==> config.mk <==
export PLATFORM = sky130hd
export DESIGN_NAME = bbe_bank_map
export DESIGN_NICKNAME = d
export VERILOG_FILES = /design/src/hw/rtl/bbe_pkg.sv /design/src/hw/rtl/bbe_bank_map.sv
export SDC_FILE = /design/constraint.sdc
export NUM_CORES = 1
export LEC_CHECK = 0
export BUFFER_PORTS_ARGS = -buffer_cell sky130_fd_sc_hd__buf_2
export CORE_MARGIN = 10
export CORE_UTILIZATION = 43
export DETAILED_ROUTE_END_ITERATION = 8
export GPL_ROUTABILITY_DRIVEN = 1
export PLACE_DENSITY = 0.85
export SLEW_MARGIN = 15
export SYNTH_ARGS = -nofsm -noshare
export SYNTH_HDL_FRONTEND = slang
export SYNTH_SLANG_ARGS = --single-unit
==> constraint.sdc <==
create_clock -name vclk -period 2.5
set_clock_uncertainty 0.15 [all_clocks]
set_input_delay 0.25 -clock vclk [all_inputs]
set_output_delay 0.25 -clock vclk [all_outputs]
set_load 0.05 [all_outputs]
==> src/hw/rtl/bbe_pkg.sv <==
// ---------------------------------------------------------------------------
// bbe_pkg: shared types and constants for the big-endian byte RAM
// Word layouts, size decode, status codes and the per-bank request record.
// ---------------------------------------------------------------------------
package bbe_pkg;

  // Geometry
  localparam int SLOT_BYTES  = 4096;
  localparam int SLOT_LIMIT  = 16;
  localparam int NUM_BANKS   = 4;
  localparam int RAM_BYTES   = SLOT_BYTES * SLOT_LIMIT;
  localparam int BANK_DEPTH  = RAM_BYTES / NUM_BANKS;
  localparam int ROW_W       = $clog2(BANK_DEPTH);
  localparam int SIZE_W      = $clog2(RAM_BYTES + 1);
  localparam int SLOTS_W     = 5;
  localparam int LIMIT_W     = 9;

  // Status codes
  localparam logic [1:0] ST_OK       = 2'd0;
  localparam logic [1:0] ST_INVALID  = 2'd1;
  localparam logic [1:0] ST_OVERFLOW = 2'd2;

  // Opcodes
  localparam logic OP_READ  = 1'b0;
  localparam logic OP_WRITE = 1'b1;

  // Access size codes
  localparam logic [1:0] SZ_BYTE = 2'd0;
  localparam logic [1:0] SZ_WORD = 2'd1;

  typedef struct packed {
    logic        opcode;
    logic [1:0]  access_size;
    logic [31:0] address;
    logic [31:0] write_data;
  } in_word_t;

  typedef struct packed {
    logic [31:0] read_data;
    logic [1:0]  status;
  } out_word_t;

  // One bank's access for a cycle
  typedef struct packed {
    logic             we;
    logic             re;
    logic [ROW_W-1:0] row;
    logic [7:0]       wdata;
  } bank_req_t;

  // Bytes moved by a size code; any code but byte and word acts as four bytes
  function automatic logic [2:0] byte_count(input logic [1:0] code);
    logic [2:0] n;
    n = 3'd4;
    if (code == SZ_BYTE) n = 3'd1;
    else if (code == SZ_WORD) n = 3'd2;
    return n;
  endfunction

endpackage

==> src/hw/rtl/bbe_bank_map.sv <==
// ---------------------------------------------------------------------------
// bbe_bank_map: byte lane steering onto the four banks
// Maps a big-endian access of 1, 2 or 4 bytes to per-bank row, enable and
// data; during the clearing pass every bank writes zero at the sweep row.
// ---------------------------------------------------------------------------
module bbe_bank_map (
  input  bbe_pkg::in_word_t                         req,
  input  logic                                      issue_wr,
  input  logic                                      issue_rd,
  input  logic                                      clr,
  input  logic [bbe_pkg::ROW_W-1:0]                 clr_row,
  output bbe_pkg::bank_req_t [bbe_pkg::NUM_BANKS-1:0] bank_req
);

  logic [1:0]                off;
  logic [2:0]                cnt;
  logic [bbe_pkg::ROW_W-1:0] row_base;

  assign off      = req.address[1:0];
  assign cnt      = bbe_pkg::byte_count(req.access_size);
  assign row_base = req.address[bbe_pkg::ROW_W+1:2];

  // Per-bank steering: bank b holds byte i = (b - off) mod 4 of the access
  always_comb begin
    logic [1:0] i;
    logic [1:0] k;
    for (int b = 0; b < bbe_pkg::NUM_BANKS; b++) begin
      i = 2'(b) - off;
      k = 2'(cnt - 3'd1 - {1'b0, i});
      if (clr) begin
        bank_req[b].we    = 1'b1;
        bank_req[b].re    = 1'b0;
        bank_req[b].row   = clr_row;
        bank_req[b].wdata = 8'h00;
      end else begin
        bank_req[b].we    = issue_wr && ({1'b0, i} < cnt);
        bank_req[b].re    = issue_rd;
        bank_req[b].row   = row_base + ((2'(b) < off) ? bbe_pkg::ROW_W'(1)
                                                       : bbe_pkg::ROW_W'(0));
        bank_req[b].wdata = req.write_data[8*k +: 8];
      end
    end
  end

endmodule

## After elaboration in Yosys (flattened, before gate mapping)

Cells that the tools add are included.
Widths: inputs -> output; s select.

| cells by class | value |
|---|---|
| $add $sub $neg | 13 |
| order comparisons | 8 |
| equality and inequality tests | 1 |
| shift operators | 4 |
| multiplexer cells | 10 |
| reduce and logical (&&, ||, !) cells | 5 |

Operators with widths:

| cell | count |
|---|---|
| $shiftx 32x6->8 | 4 |
| $mux 24 | 4 |
| $add 14x1->14 | 4 |
| $lt 2x3->1 | 4 |
| $sub 2x2->2 | 4 |
| $mux 3 | 2 |
| $logic_and 1x1->1 | 4 |
| $lt 1x2->1 const A | 2 |
| $lt 2x2->1 const A | 2 |
| $mux 1 | 4 |
| $sub 1x2->2 const A | 2 |
| $sub 2x2->2 const A | 2 |
| $eq 2x1->1 const B | 1 |
| $logic_not 2->1 | 1 |
| $sub 2x1->2 const B | 1 |

| storage, ports and cells | value |
|---|---|
| flip-flop bits (word level) | 0 |
| input port bits | 84 |
| output and inout port bits | 96 |
| logic and storage cells | 41 |

## Longest topological paths before layout

| logic depth | value |
|---|---|
| word-level depth | 7 |
| depth in mapped cells | 8 |
| mapped depth without buffers | 8 |

## Worst setup path after synthesis

Ideal clock, no wire load.

| timing path | value |
|---|---|
| path kind | in2out |
| start point | input port req[33] (netlist name) |
| end point | output port bank_req[0] (netlist name) |
| data arrival time | 2.755 ns |
| path slack | -0.655 ns |
| cell stages on the path | 8 |
| path through | inv_1 ha_1 or3_1 clkbuf_1 and2_1 clkbuf_1 buf_2 a211oi_1 |

RTL lines:

| what | line | RTL |
|---|---|---|
| from (decl) | bbe_bank_map.sv:7 | `input bbe_pkg::in_word_t req,` |
| to (decl) | bbe_bank_map.sv:12 | `output bbe_pkg::bank_req_t [bbe_pkg::NUM_BANKS-1:0] bank_req` |

==> impl_summary.txt <==
----------------------------------------------------
[Run status]
  Status ... complete, no violations

[Synth]
  Post-synth net total ... ~420
  Avg Inst Size Synth ... ~7.3 µm²
  Gate count after technology mapping ... around 330
  Syn Std Cell Area ... 0.00239 mm²
  Synthesis warning total ... 0
  Share of synthesized area occupied by flip-flops and latches ... 0%
  Count of different cell masters after synthesis ... 38

[STA]
  Max frequency ... 405 MHz
  Period utilization ... a little over nine tenths
  Number of hold violations in the final report ... 0
  Final max-slew violation count ... 0
  Max_slew headroom ... 64.2%
  RSZ-0062 raised after global routing ... yes
  Hold Slack ... 0.754 ns
  Crit path time final ... approximately 2.5 ns
  Pin slew with the least headroom to its limit ... 0.532 ns
  Final count of negative-setup-slack endpoints ... 0

[Critical path]
  Critical Path AT ... approximately 2.1 ns
  Required time of the critical path ... 2.10 ns
  Critical path class ... in -> out
  Nature of the critical path endpoint ... output port
  CP Max Fanout ... 16
  Sort of element at the start of the critical path ... input pin

[Final layout]
  Most common cell after layout, fill and taps aside ... sky130_fd_sc_hd__buf_2
  Register cell area after layout ... 0 µm²
  Layout cell share with drive strength beyond 1 ... around half
  Finished layout cell area ... 0.00357 mm²
  Layout sequential cell count ... 0
  Layout Area Growth over Synthesis ... 49.4%
  Count of inserted antenna diode cells ... 0
  Finished Layout Cells ... approximately 550
  Clock buffer cells ... 0
  Final core utilization ... 65.6%
  Nets ... around 570
  Most frequent cells in the layout ... sky130_fd_sc_hd__buf_2, sky130_fd_sc_hd__a21oi_1, sky130_fd_sc_hd__nand2_1

[Drt]
  Number of design rule violations left after detail routing ... 0
  Detailed router's first-iteration violation count ... about 180
  Post-detailed-route wirelength per cell ... between 15 and 20 µm
  Detailed-route vias per instance ... 5.74
  Antenna Violating Nets Remaining ... 0
  Vias post-DR ... 3154
  Overall routed net length ... 9600 µm
  DRT Pass-1 Iters ... 4

[Die]
  Area of the die ... about 0.0089 mm²
  Die height ... 94.5 µm
  Die W ... between 90 and 100 µm
  Placeable core area ... between 0.005 and 0.006 mm²
  Top-Level Pins ... 180
  Placement row count ... 27
  Starting density of the core ... 43.9%

[Clocking]
  Post-CTS Hold Buffers ... 0

[Job]
  Reported max-cap violation count ... 0

[Power and ir drop]
  Largest voltage drop on the vdd net ... 0.208 mV
  Static leakage ... roughly 1.6 nW
  P per Cell Area ... 359 mW/mm²

[Global routing]
  Pin count of the biggest net entering global routing ... 36
  Tot GR Track Use ... between 10% and 20%
  First-pass GRT wire length ... ~15000 µm
  Grt ovf ... 0
  Number of global-route vias before repair ... between 3000 and 4000
  Initial antenna violation count ... 1

[Place]
  Estimated wirelength of the detail-placed design ... a little under 8000 µm
  Weighted congestion at the end of routability-driven global placement ... between 0.8 and 0.9
  Port Buf Inserts ... ~160
  Number of cells after detailed placement ... 549
  Post-place instance area ... around 0.0036 mm²

[Min path]
  Hold WC Path Type ... in -> out
  Hold-critical path endpoint ... bank_req[20]
  Start point of the worst min-delay path ... req[46]
  Number of instances on the worst hold path ... 3

----------------------------------------------------
## worst max-delay path, stage by stage
cell and delay, ns:
sky130_fd_sc_hd__buf_2 0.14, sky130_fd_sc_hd__inv_1 0.08, sky130_fd_sc_hd__ha_4 0.25, sky130_fd_sc_hd__or3_1 0.40, sky130_fd_sc_hd__buf_12 0.18, sky130_fd_sc_hd__a221oi_1 0.46, sky130_fd_sc_hd__a211oi_4 0.08, sky130_fd_sc_hd__buf_2 0.23
## metrics by stage
stage	worst slack (ns)	power, W	setup TNS, ns
floorplan	-0.149	0.000956	-0.149
global placement	0.0713	0.00126	0
detailed placement	0.0150	0.00128	0
CTS	0.0152	0.00128	0
global route	-0.0582	0.00136	-0.265
finish	0.0294	0.00128	0
## cell usage after synthesis, types with 4 or more instances
cell | n | area share [%]
sky130_fd_sc_hd__a211oi_1 | 16 | 5.0
sky130_fd_sc_hd__a21boi_0 | 32 | 10
sky130_fd_sc_hd__a21oi_1 | 25 | 5.2
sky130_fd_sc_hd__a221oi_1 | 16 | 5.9
sky130_fd_sc_hd__and2_1 | 17 | 4.5
sky130_fd_sc_hd__and4_1 | 4 | 1.5
sky130_fd_sc_hd__buf_2 | 5 | 1.0
sky130_fd_sc_hd__clkbuf_1 | 26 | 4.1
sky130_fd_sc_hd__ha_1 | 9 | 4.7
sky130_fd_sc_hd__inv_1 | 17 | 2.7
sky130_fd_sc_hd__mux2_2 | 8 | 3.8
sky130_fd_sc_hd__mux2i_1 | 11 | 4.6
sky130_fd_sc_hd__mux4_2 | 15 | 14
sky130_fd_sc_hd__nand2_1 | 21 | 3.3
sky130_fd_sc_hd__nand2b_1 | 7 | 1.8
sky130_fd_sc_hd__nand3_1 | 6 | 1.3
sky130_fd_sc_hd__nand4_1 | 9 | 2.4
sky130_fd_sc_hd__nor2_1 | 10 | 1.6
sky130_fd_sc_hd__nor4_1 | 4 | 1.0
sky130_fd_sc_hd__o21ai_0 | 13 | 2.7
sky130_fd_sc_hd__xnor2_1 | 11 | 4.0
sky130_fd_sc_hd__xor2_1 | 15 | 5.5
## area by class of cell
cell class                 instances  area, µm²
multi-input combinational        270       2320
fill                             467       1870
timing repair buffer             189       1090
inverter                          18       67.6
tap                               72       90.1
## logic make-up after synthesis
logic type | count (synthesis) | share of synthesized area, %
AND/OR/NAND/NOR | 90 | 20.5
AO/OA/AOI/OAI | 110 | 31.1
buffers and inverters | 56 | 10.5
adder cells (fa/ha/maj) | 9 | 4.72
multiplexers | 35 | 23.6
XOR/XNOR | 26 | 9.54
## routing by layer
layer	global-route usage (%)	wire (µm)
met3	2.85	793
met2	35.1	4760
met1	24.4	3890
met5	0	7
met4	2.99	144
## report_power, final
| group | internal [W] | switching (W) | total, W | leakage, nW |
|---|---|---|---|---|
| clock network | 0 | 0 | 0 | 0 |
| registers | 0 | 0 | 0 | 0 |
| logic | 0.000404 | 0.000877 | 0.00128 | 1.64 |
| total | 0.000404 | 0.000877 | 0.00128 | 1.64 |
## how the worst max path moves through the flow
| stage | start | to | slack (ns) | depth (start not counted) |
|---|---|---|---|---|
| 2_1_floorplan | req[33] | bank_req[0] | -0.15 | 8 |
| 3_5_place_dp | req[32] | bank_req[1] | 0.01 | 8 |
| 4_1_cts | req[32] | bank_req[1] | 0.02 | 8 |
| 5_1_grt | req[32] | bank_req[6] | -0.06 | 9 |
| 6_report | req[32] | bank_req[1] | 0.03 | 8 |
| 3_3_place_gp | req[32] | bank_req[1] | 0.07 | 8 |
## repair_timing
item                                    4_1_cts  5_1_grt
endpoints found under the setup margin        0        9
setup buffers                                 0        0
gates resized for setup                       0        3
(Power assumes the default switching activity.)
